===== src/rtl/tdsm_pkg.sv =====
// Shared types and constants for the two-wire display serial master.
// Used by tdsm_front, tdsm_back and the top level; no dependencies.
package tdsm_pkg;

   // Item kinds; a running command keeps the same codes, with zero as idle
   localparam logic [1:0] KIND_TICK  = 2'd0;
   localparam logic [1:0] KIND_START = 2'd1;
   localparam logic [1:0] KIND_SEND  = 2'd2;
   localparam logic [1:0] KIND_STOP  = 2'd3;
   localparam logic [1:0] CMD_IDLE   = 2'd0;

   localparam int unsigned LINES      = 3;
   localparam int unsigned QUEUE_AW   = 2;
   localparam int unsigned QUEUE_DEPTH = 1 << QUEUE_AW;

   // Action indexes within a send sequence
   localparam logic [4:0] SEND_BIT_ACTIONS = 5'd24;
   localparam logic [4:0] SEND_CLK_LO      = 5'd24;
   localparam logic [4:0] SEND_RELEASE     = 5'd25;
   localparam logic [4:0] SEND_CLK_HI      = 5'd26;
   localparam logic [4:0] SEND_SAMPLE      = 5'd27;
   localparam logic [1:0] SUB_LAST         = 2'd2;

   typedef enum logic [2:0] {
      ACT_CLK_LO,
      ACT_CLK_HI,
      ACT_DATA_HI,
      ACT_DATA_LO,
      ACT_DATA_BIT,
      ACT_RELEASE,
      ACT_SAMPLE,
      ACT_DRIVE
   } action_type;

   // One classified entry of the queue between front and back
   typedef struct packed {
      logic       is_tick;
      logic [1:0] kind;
      logic [1:0] line;
      logic [7:0] data_byte;
      logic       data_in;
   } item_type;

   function automatic logic [LINES-1:0] line_mask(input logic [1:0] line);
      logic [LINES-1:0] m;
      case (line)
         2'd0:    m = 3'b001;
         2'd1:    m = 3'b010;
         2'd2:    m = 3'b100;
         default: m = 3'b000;
      endcase
      return m;
   endfunction

endpackage


===== src/rtl/two_wire_display_serial_master_unit.sv =====
// Two-wire display serial master: shared clock line plus three data lines.
// Each request beat is a phase tick (kind 0) or a command: start, send byte
// (LSB first, then acknowledge sample) or stop. A command performs its first
// pin action at once; each later tick performs the next one.
// Every request beat yields exactly one response beat carrying the pin
// levels, release mask, busy, done pulse, acknowledge and reject flags as
// they stand after that beat. A command while busy is rejected unchanged.
// With the queue empty, an accepted request passes through the queue and then
// the back-end register before rsp_valid rises.
// Throughput: one beat per cycle unless the receiver stalls, set by the back
// end, which executes one queue entry per cycle into its output register.
// When the receiver stalls, the output register holds its beat, the back end
// waits, and the queue fills; req_stall rises once its four entries are full.
// Reset (synchronous, active high) empties the queue, drops the pending
// response, and leaves clock and data lines high, all driven, idle.
// Depends on tdsm_pkg, tdsm_front and tdsm_back.
module two_wire_display_serial_master_unit (
   input  logic       clock,
   input  logic       reset,
   input  logic       req_valid,
   output logic       req_stall,
   input  logic [1:0] req_kind,
   input  logic [1:0] req_line_select,
   input  logic [7:0] req_data_byte,
   input  logic       req_data_in,
   output logic       rsp_valid,
   input  logic       rsp_stall,
   output logic       rsp_clock_level,
   output logic [2:0] rsp_data_levels,
   output logic [2:0] rsp_data_released,
   output logic       rsp_busy_res,
   output logic       rsp_done_res,
   output logic       rsp_acknowledged,
   output logic       rsp_rejected
);
   import tdsm_pkg::*;

   logic     head_valid;
   logic     head_take;
   item_type head_item;

   tdsm_front u_front (
      .clock           (clock),
      .reset           (reset),
      .req_valid       (req_valid),
      .req_stall       (req_stall),
      .req_kind        (req_kind),
      .req_line_select (req_line_select),
      .req_data_byte   (req_data_byte),
      .req_data_in     (req_data_in),
      .head_valid      (head_valid),
      .head_item       (head_item),
      .head_take       (head_take)
   );

   tdsm_back u_back (
      .clock             (clock),
      .reset             (reset),
      .head_valid        (head_valid),
      .head_item         (head_item),
      .head_take         (head_take),
      .rsp_valid         (rsp_valid),
      .rsp_stall         (rsp_stall),
      .rsp_clock_level   (rsp_clock_level),
      .rsp_data_levels   (rsp_data_levels),
      .rsp_data_released (rsp_data_released),
      .rsp_busy_res      (rsp_busy_res),
      .rsp_done_res      (rsp_done_res),
      .rsp_acknowledged  (rsp_acknowledged),
      .rsp_rejected      (rsp_rejected)
   );

endmodule


===== src/rtl/tdsm_front.sv =====
// Front end: classifies request beats and holds them in a short queue.
// Depends on tdsm_pkg.
module tdsm_front (
   input  logic                  clock,
   input  logic                  reset,
   input  logic                  req_valid,
   output logic                  req_stall,
   input  logic [1:0]            req_kind,
   input  logic [1:0]            req_line_select,
   input  logic [7:0]            req_data_byte,
   input  logic                  req_data_in,
   output logic                  head_valid,
   output tdsm_pkg::item_type    head_item,
   input  logic                  head_take
);
   import tdsm_pkg::*;

   item_type               queue_mem [QUEUE_DEPTH];
   logic [QUEUE_AW-1:0]    wr_ptr_ff, wr_ptr_in;
   logic [QUEUE_AW-1:0]    rd_ptr_ff, rd_ptr_in;
   logic [QUEUE_AW:0]      count_ff, count_in;
   logic                   push;
   item_type               new_item;

   assign req_stall = (count_ff == QUEUE_AW'(0) + (QUEUE_AW+1)'(QUEUE_DEPTH));
   assign push      = req_valid && !req_stall;

   always_comb begin
      new_item.is_tick   = (req_kind == KIND_TICK);
      new_item.kind      = req_kind;
      new_item.line      = req_line_select;
      new_item.data_byte = req_data_byte;
      new_item.data_in   = req_data_in;
   end

   always_comb begin
      wr_ptr_in = push ? wr_ptr_ff + QUEUE_AW'(1) : wr_ptr_ff;
      rd_ptr_in = head_take ? rd_ptr_ff + QUEUE_AW'(1) : rd_ptr_ff;
      count_in  = count_ff + (QUEUE_AW+1)'(push) - (QUEUE_AW+1)'(head_take);
   end

   always_ff @(posedge clock) begin
      if (reset) begin
         wr_ptr_ff <= '0;
         rd_ptr_ff <= '0;
         count_ff  <= '0;
      end else begin
         wr_ptr_ff <= wr_ptr_in;
         rd_ptr_ff <= rd_ptr_in;
         count_ff  <= count_in;
      end
   end

   always_ff @(posedge clock) begin
      if (push) begin
         queue_mem[wr_ptr_ff] <= new_item;
      end
   end

   assign head_valid = (count_ff != '0);
   assign head_item  = queue_mem[rd_ptr_ff];

endmodule


===== src/rtl/tdsm_back.sv =====
// Back end: runs pin sequences for start, send byte and stop, one queue entry per
// cycle unless stalled; its output register holds the result beat. Uses tdsm_pkg.
module tdsm_back (
   input  logic                  clock,
   input  logic                  reset,
   input  logic                  head_valid,
   input  tdsm_pkg::item_type    head_item,
   output logic                  head_take,
   output logic                  rsp_valid,
   input  logic                  rsp_stall,
   output logic                  rsp_clock_level,
   output logic [2:0]            rsp_data_levels,
   output logic [2:0]            rsp_data_released,
   output logic                  rsp_busy_res,
   output logic                  rsp_done_res,
   output logic                  rsp_acknowledged,
   output logic                  rsp_rejected
);
   import tdsm_pkg::*;

   logic [4:0]       phase_ff, phase_in;
   logic [1:0]       sub_ff, sub_in;
   logic [2:0]       bit_ff, bit_in;
   logic [1:0]       cmd_ff, cmd_in;
   logic [7:0]       shift_ff, shift_in;
   logic [1:0]       line_ff, line_in;
   logic             clk_ff, clk_in;
   logic [LINES-1:0] data_ff, data_in;
   logic [LINES-1:0] rel_ff, rel_in;
   logic             ack_ff, ack_in;

   logic             rsp_valid_ff, rsp_valid_in;
   logic             done_ff, done_in;
   logic             rej_ff, rej_in;

   logic             run;
   logic [1:0]       act_cmd;
   logic [4:0]       act_idx;
   logic [1:0]       act_sub;
   logic             act_last;
   action_type       act;
   logic [LINES-1:0] mask;

   assign head_take = head_valid && (!rsp_valid_ff || !rsp_stall);

   // Map a command and action index to the pin action
   always_comb begin
      act      = ACT_DRIVE;
      act_last = 1'b0;
      case (act_cmd)
         KIND_START: begin
            if (act_idx == 5'd0) act = ACT_DATA_HI;
            else if (act_idx == 5'd1) act = ACT_CLK_HI;
            else begin
               act      = ACT_DATA_LO;
               act_last = 1'b1;
            end
         end
         KIND_STOP: begin
            if (act_idx == 5'd0) act = ACT_CLK_LO;
            else if (act_idx == 5'd1) act = ACT_DATA_LO;
            else if (act_idx == 5'd2) act = ACT_CLK_HI;
            else begin
               act      = ACT_DATA_HI;
               act_last = 1'b1;
            end
         end
         KIND_SEND: begin
            if (act_idx < SEND_BIT_ACTIONS) begin
               if (act_sub == 2'd0) act = ACT_CLK_LO;
               else if (act_sub == 2'd1) act = ACT_DATA_BIT;
               else act = ACT_CLK_HI;
            end else if (act_idx == SEND_CLK_LO) act = ACT_CLK_LO;
            else if (act_idx == SEND_RELEASE) act = ACT_RELEASE;
            else if (act_idx == SEND_CLK_HI) act = ACT_CLK_HI;
            else if (act_idx == SEND_SAMPLE) act = ACT_SAMPLE;
            else begin
               act      = ACT_DRIVE;
               act_last = 1'b1;
            end
         end
         default: begin
            act      = ACT_DRIVE;
            act_last = 1'b1;
         end
      endcase
   end

   always_comb begin
      phase_in = phase_ff;
      sub_in   = sub_ff;
      bit_in   = bit_ff;
      cmd_in   = cmd_ff;
      shift_in = shift_ff;
      line_in  = line_ff;
      clk_in   = clk_ff;
      data_in  = data_ff;
      rel_in   = rel_ff;
      ack_in   = ack_ff;
      done_in  = 1'b0;
      rej_in   = 1'b0;
      run      = 1'b0;
      act_cmd  = cmd_ff;
      act_idx  = phase_ff + 5'd1;
      act_sub  = (sub_ff == SUB_LAST) ? 2'd0 : sub_ff + 2'd1;

      if (head_item.is_tick) begin
         if (cmd_ff != CMD_IDLE) begin
            run      = 1'b1;
            phase_in = act_idx;
            sub_in   = act_sub;
            bit_in   = (sub_ff == SUB_LAST) ? bit_ff + 3'd1 : bit_ff;
         end
      end else if (cmd_ff != CMD_IDLE) begin
         rej_in = 1'b1;
      end else begin
         run      = 1'b1;
         act_cmd  = head_item.kind;
         act_idx  = 5'd0;
         act_sub  = 2'd0;
         cmd_in   = head_item.kind;
         line_in  = head_item.line;
         shift_in = head_item.data_byte;
         phase_in = 5'd0;
         sub_in   = 2'd0;
         bit_in   = 3'd0;
      end

      mask = line_mask(line_in);

      if (run) begin
         case (act)
            ACT_CLK_LO:   clk_in = 1'b0;
            ACT_CLK_HI:   clk_in = 1'b1;
            ACT_DATA_HI:  data_in = data_ff | mask;
            ACT_DATA_LO:  data_in = data_ff & ~mask;
            ACT_DATA_BIT: data_in = shift_in[bit_in] ? (data_ff | mask) : (data_ff & ~mask);
            ACT_RELEASE: begin
               data_in = data_ff | mask;
               rel_in  = rel_ff | mask;
            end
            ACT_SAMPLE: begin
               ack_in = !head_item.data_in;
               clk_in = 1'b0;
            end
            ACT_DRIVE:    rel_in = rel_ff & ~mask;
            default:      clk_in = clk_ff;
         endcase
         if (act_last) begin
            done_in  = 1'b1;
            cmd_in   = CMD_IDLE;
            phase_in = 5'd0;
         end
      end

      rsp_valid_in = head_take || (rsp_valid_ff && rsp_stall);
   end

   always_ff @(posedge clock) begin
      if (reset) begin
         phase_ff     <= '0;
         sub_ff       <= '0;
         bit_ff       <= '0;
         cmd_ff       <= CMD_IDLE;
         shift_ff     <= '0;
         line_ff      <= '0;
         clk_ff       <= 1'b1;
         data_ff      <= '1;
         rel_ff       <= '0;
         ack_ff       <= 1'b0;
         rsp_valid_ff <= 1'b0;
      end else begin
         rsp_valid_ff <= rsp_valid_in;
         if (head_take) begin
            phase_ff <= phase_in;
            sub_ff   <= sub_in;
            bit_ff   <= bit_in;
            cmd_ff   <= cmd_in;
            shift_ff <= shift_in;
            line_ff  <= line_in;
            clk_ff   <= clk_in;
            data_ff  <= data_in;
            rel_ff   <= rel_in;
            ack_ff   <= ack_in;
         end
      end
   end

   // Pulse flags of the held result beat
   always_ff @(posedge clock) begin
      if (head_take) begin
         done_ff <= done_in;
         rej_ff  <= rej_in;
      end
   end

   assign rsp_valid         = rsp_valid_ff;
   assign rsp_clock_level   = clk_ff;
   assign rsp_data_levels   = data_ff;
   assign rsp_data_released = rel_ff;
   assign rsp_busy_res      = (cmd_ff != CMD_IDLE);
   assign rsp_done_res      = done_ff;
   assign rsp_acknowledged  = ack_ff;
   assign rsp_rejected      = rej_ff;

endmodule


===== config.mk =====
export PLATFORM = sky130hd
export DESIGN_NAME = two_wire_display_serial_master_unit
export DESIGN_NICKNAME = d
export VERILOG_FILES = /design/src/rtl/tdsm_pkg.sv /design/src/rtl/two_wire_display_serial_master_unit.sv /design/src/rtl/tdsm_front.sv /design/src/rtl/tdsm_back.sv
export SDC_FILE = /design/constraint.sdc
export NUM_CORES = 1
export LEC_CHECK = 0
export BUFFER_PORTS_ARGS = -buffer_cell sky130_fd_sc_hd__buf_2
export CAP_MARGIN = 40
export CORE_ASPECT_RATIO = 0.9
export CORE_UTILIZATION = 45
export CTS_CLUSTER_SIZE = 40
export DETAILED_ROUTE_END_ITERATION = 16
export PLACE_DENSITY = 0.62
export SYNTH_ARGS = -nofsm -noshare
export SYNTH_HDL_FRONTEND = slang
export SYNTH_SLANG_ARGS = --single-unit

===== constraint.sdc =====
create_clock -name clock -period 3.5 [get_ports clock]
set_clock_uncertainty 0.05 [all_clocks]
set_input_delay 0.35 -clock clock [delete_from_list [all_inputs] [get_ports clock]]
set_output_delay 0.35 -clock clock [all_outputs]
set_load 0.005 [all_outputs]

==> results of run 1 <==
sequential cells by signal (all words and copies together), names as in the netlist, named ones only:
register                 flops
u_back.phase_ff              5
u_back.rsp_valid             1
u_back.line_ff               2
u_front.rd_ptr_ff            2
u_back.rsp_clock_level       1
u_back.rsp_done_res          1
u_back.rsp_acknowledged      1
u_back.sub_ff                2
u_back.rsp_data_levels       3
u_front.wr_ptr_ff            2
u_back.cmd_ff                2
u_back.rsp_rejected          1
u_back.bit_ff                3
u_back.shift_ff              8
u_front.count_ff             3
u_front.queue_mem           56
routing by layer:
| layer | GRT usage (%) | vias up | part of all wire (%) |
|---|---|---|---|
| li1 | - | 1651 | - |
| met1 | 25.2 | 1670 | 47 |
| met2 | 31.8 | 68 | 47 |
| met3 | 4.29 | 14 | 4.1 |
| met4 | 5.72 | 0 | 1.4 |
| met5 | 0 | - | 0 |
kinds of logic after synthesis:
| kind of cell | count (synthesis) | synth area share, % |
|---|---|---|
| adder cells (fa/ha/maj) | 11 | 3.01 |
| XOR/XNOR | 5 | 0.907 |
| multiplexers | 24 | 8.47 |
| AND/OR/NAND/NOR | 151 | 16.0 |
| AO/OA/AOI/OAI | 102 | 15.2 |
| flip-flops | 98 | 52.6 |
| buffers and inverters | 41 | 3.73 |
cells in the final DEF, fill, tap and decap left out, types with 3 or more instances in the layout:
cell type	n
buf_4	8
nand2b_1	5
edfxtp_1	58
a221oi_1	3
dfxtp_1	40
mux2i_1	9
a22oi_1	4
buf_2	29
clkbuf_16	9
a21o_1	7
a21oi_1	25
ha_1	10
o211ai_1	4
o21ai_0	11
nor2b_1	6
o32ai_1	4
a211oi_1	9
inv_1	15
o21ai_1	4
nor3_1	11
xnor2_1	3
and2_1	8
nand2_1	39
mux4_2	12
o41a_1	3
nand3_1	8
nor2_1	46
area by class of cell:
type | count | area [um^2]
Inverter | 17 | 63.8
Clock inverter | 6 | 73.8
Clock buffer | 10 | 239
Tap cell | 129 | 161
Fill cell | 901 | 4940
Sequential cell | 98 | 2540
Timing Repair Buffer | 37 | 205
Multi-Input combinational cell | 293 | 2110
per-stage QoR:
stage	utilization, %	instance area [um^2]
final	52.2	5390
after global routing	52.2	5390
after CTS	52.2	5390
after detailed placement	49.2	5080
after global placement	49.2	5080
after floorplan	-	4830
worst max-delay path: cells and delay by family (launching register included):
family / cells / cell delay [ns]
AOI/OAI and AO/OA: 5 / 1.24
muxes: 1 / 0.68
DFF: 1 / 0.40
buffers and inverters: 1 / 0.26
and+or+nand+nor: 1 / 0.18
report_power, final:
part	internal, mW	total [mW]	leakage, nW	switching (mW)
clock network	0.582	1.01	0.147	0.432
logic	0.819	2.06	0.890	1.24
registers	1.47	1.64	0.861	0.180
total	2.87	4.71	1.90	1.85
path summary, 6_finish.rpt:
| kind | slack (ns) | to | startpoint | cells past startpoint |
|---|---|---|---|---|
| worst max-delay path | 0.57 | u_back.rsp_data_levels[2] | flip-flop | 8 |
| worst min-delay path | 0.17 | u_front.queue_mem[1][10] | req_line_select[1] | 1 |
| worst max register to register | 0.57 | u_back.rsp_data_levels[2] | flip-flop | 8 |
| worst min register to register | 0.41 | u_back.line_ff[1] | u_back.line_ff[1] | 2 |
==> impl_metrics.ini, run 1 <==
[timing]
fin_tns_setup_ns = 0
rsz0062_at_grt = false
period_needed_ns = 2.93
hold_ws_ns = 0.167
finalHoldViolations = 0
setup_viol = 0
fmax_ghz = 0.341
fin_crit_sh_pct = 83.8
drv_slew = 0
setup_ws_ns = 0.567
timing.slew.headroom_pct = 49.4
worst_pin_slew_ns = 0.759

[cts]
post-cts-setup-buffers = 0
clock_path_buffers = 2
hold_buffers = 0
ctsResizeCount = 0
htreeDepth = 3
cts_buffers = 9
cts_root_buffer = clkbuf_16
path_clk_slew_ns = 0.07
clk_latency_ns = 0.34
cts_tree = yes
tritoncts_num_sinks = 98

[worst_setup_path]
arrival_ns = 3.11
slowest_stage = mux4_2
critPathLaunchType = flip-flop
critPathKind = flip-flop to flip-flop
cp_cell_sequence = mux4_2 > buf_4 > a21oi_1 > a32oi_1 > and3_1 > o311ai_1 > a21boi_2 > o41a_1
end_kind = flip-flop
cp_max_fo = 16
cp.required_ns = 3.68
cpPeakStageDelay_ns = 0.68

[layout]
drive_gt1_share_pct = 18.7
syn2layout_area_growth_pct = 11.7
fin_nets = 484
diodes = 0
stdcell_count = 590

[place]
dp_hpwl_mm = 7.02
place_ws_ns = 0.569
port_buffers = 29
post-place-cells = 574
gp_congestion = 0.899

[logic_synthesis]
postSynthCellCount = 432
synth_top_cells_by_count = edfxtp_1, nor2_1, dfxtp_1
yosys.area.top_type = edfxtp_1
synth_top_area_share_pct = 36.1
yosysMostFrequentCell = edfxtp_1
synth_edf_count = 58
synth_warnings = 0
synth.area.top_cells = edfxtp_1, dfxtp_1, mux4_2
synth_seq_cells = 98
ys.flop_type = edfxtp_1
async_flop_share_pct = 0
synthDistinctLibCells = 76
mappedNetlistArea_um2 = 4830
yosysSeqAreaShare_pct = 52.6
synth_fp_nets = 460
syn_avg_cell_area_um2 = 11.2

[detailed_routing]
drc = 0
ant_nets = 0
viasPerCell = 5.77
dr.pass1.iters = 4
via_count = 3403
wirelength_mm = 9.92
first_iter_violations = 194
post_drt_wl_per_cell_um = 16.8

[die]
dieArea_um2 = 11200
core_area_um2 = 10300
rows = 35
fp.dieW_um = 111
die_y_um = 100
pin_count = 30
start_util_pct = 46.7

[power_and_ir_drop]
irDropWorstVdd_mv = 0.421
powerDensity_nw_per_um2 = 874
power.total_mw = 4.71
p_leak_nw = 1.90

[hold_path]
hold_class = input pin to flip-flop

[global_routing]
grtUsageTotal_pct = 19.1
antenna_found_initial = 0
grt_pass1_wl_mm = 16.5
grt_pass1_vias = 3311
grt.overflow.total = 0
grt_max_degree = 39

[job]
drv_cap = 0

[status]
status = complete, no violations
No activity file was read; power rests on OpenSTA's default activity.
==> run 2: changes to the inputs <==
PLACE_DENSITY = 0.64   (was 0.62)
clock period = 2.5 ns   (was 3.5 ns; I/O delays follow)
==> run 2 against run 1 <==
The flow now finishes with violations (design-rule violations, negative setup slack). Cell count up 13%. Clock power up 32%. Sequential cell count stayed put. Sequential power up 37%. Combinational power is 110% higher. Power up 67%. Via count rose by 12%. Largest power group unchanged. Cell area grew 14%. Die area unchanged. First-iteration DRC count grew 12%. Global-route usage up 3.4 points. Setup slack worse by 0.78 ns.
==> impl_metrics.ini, run 2 (same netlist as run 1, synthesis figures left out) <==
[layout]
syn2layout_area_growth_pct = 27.3
fin_nets = 558
seq_area_um2 = 2550
drive_gt1_share_pct = 35.9
reg.largest.list = u_front.queue_mem x56, u_back.shift_ff x8, u_back.phase_ff x5
design_area_um2 = 6150
final_util_pct = 59.5
final_common_cell = buf_4
largest_reg_flops = 56
final_cell_mix = buf_4, edfxtp_1, nor2_1
stdcell_count = 664
nFillCells = 851
multi_input_area_um2 = 2300
diodes = 0
top_register = u_front.queue_mem

[worst_setup_path]
r2r.worst_path.cells = 8
end_kind = flip-flop
critPathLaunchType = flip-flop
cp.required_ns = 2.69
crit_family = simple AND/OR/NAND/NOR gates
cp_cell_sequence = mux4_2 > and2_4 > o22ai_2 > nand3_2 > nor3_2 > nor2_2 > or3_4 > o41a_1
rr_endpoint = u_back.rsp_data_levels[0]
crit_buf_inv = 0
slowest_stage = mux4_2
reg2reg_from = u_front.queue_mem[0][13]
critPathKind = flip-flop to flip-flop
r2r_slack_ns = -0.22
arrival_ns = 2.91
cp_max_fo = 7
cpPeakStageDelay_ns = 0.63

[cts]
clk_latency_ns = 0.35
cts_root_buffer = clkbuf_16
cts_tree = yes
htreeDepth = 3
cts_buffers = 9
path_clk_slew_ns = 0.07
hold_buffers = 0
clock_path_buffers = 2
tritoncts_num_sinks = 98

[global_routing]
grtUsageTotal_pct = 22.5
grt_max_degree = 21
antenna_found_initial = 0
grt_pass1_wl_mm = 19.2
grt_pass1_vias = 3720
grt.overflow.total = 0

[die]
start_util_pct = 46.7
rows = 35
die_y_um = 100
pin_count = 30
dieArea_um2 = 11200
core_area_um2 = 10300
fp.dieW_um = 111

[timing]
hold_ws_ns = 0.0616
finalHoldViolations = 0
fin_crit_sh_pct = 109
timing.slew.headroom_pct = 68.9
drv_slew = 0
setup_viol = 12
fin_tns_setup_ns = -1.82
fmax_ghz = 0.368
period_needed_ns = 2.72
setup_ws_ns = -0.217
rsz0062_at_grt = true
worst_pin_slew_ns = 0.465

[power_and_ir_drop]
power.total_mw = 7.88
irDropWorstVdd_mv = 0.570
powerDensity_nw_per_um2 = 1280
p_leak_nw = 2.32

[detailed_routing]
via_count = 3813
post_drt_wl_per_cell_um = 17.8
viasPerCell = 5.74
first_iter_violations = 218
drc = 2
wirelength_mm = 11.9
ant_nets = 0
dr.pass1.iters = 11

[place]
post-place-cells = 633
gp_congestion = 0.965
port_buffers = 29
place_ws_ns = -0.299
postPlaceCellArea_um2 = 5530
dp_hpwl_mm = 8.02

[hold_path]
worstHoldStart = req_data_byte[4]
worstHoldEndpoint = u_front.queue_mem[1][5]
hold_class = input pin to flip-flop
min_path_cells = 1

[status]
violations = design-rule violations, negative setup slack
status = finished, violations left

[job]
drv_cap = 0
==> run 2: timing repair <==
| item | CTS | global route |
|---|---|---|
| resized for setup | 19 | 31 |
| gates cloned | 1 | 0 |
| endpoints found under the setup margin | 12 | 15 |
| pin swaps | 14 | 35 |
| buffers inserted | 9 | 6 |
==> run 2: layout make-up <==
cell class / count / share of cell area, %
Clock inverter: 6 / 0.773
Timing Repair Buffer: 110 / 12.9
Clock buffer: 10 / 3.89
Multi-Input combinational cell: 294 / 37.4
Sequential cell: 98 / 41.4
Tap cell: 129 / 2.63
Inverter: 17 / 1.04
==> run 2: routing by layer <==
layer  share of wire, %  wire, um  up-vias  global-route usage, %
met5                  0         0        -                      0
met4                1.5       182        0                   8.21
met3                5.9       698       21                   5.07
met2                 49      5760      119                   37.4
met1                 44      5200     1874                   29.1
li1                   -         -     1799                      -
==> run 2: worst max-delay path by stage <==
stage | start | to | slack (ns) | cells after the start
finish | u_front.queue_mem[0][13] | u_back.rsp_data_levels[0] | -0.22 | 8
global route | u_front.queue_mem[0][13] | u_back.rsp_data_levels[0] | -0.35 | 9
CTS | u_front.queue_mem[0][13] | u_back.rsp_data_levels[0] | -0.20 | 7
detailed placement | flip-flop | u_back.rsp_data_levels[0] | -0.30 | 9
global placement | flip-flop | u_back.rsp_data_levels[2] | -0.27 | 9
floorplan | flip-flop | u_back.rsp_data_levels[2] | -0.16 | 9
==> run 2: where the power goes <==
group	switching [mW]	internal, mW	leakage [nW]
combinational	2.26	2.05	1.32
clock	0.620	0.711	0.139
sequential	0.196	2.05	0.861
total	3.07	4.81	2.32
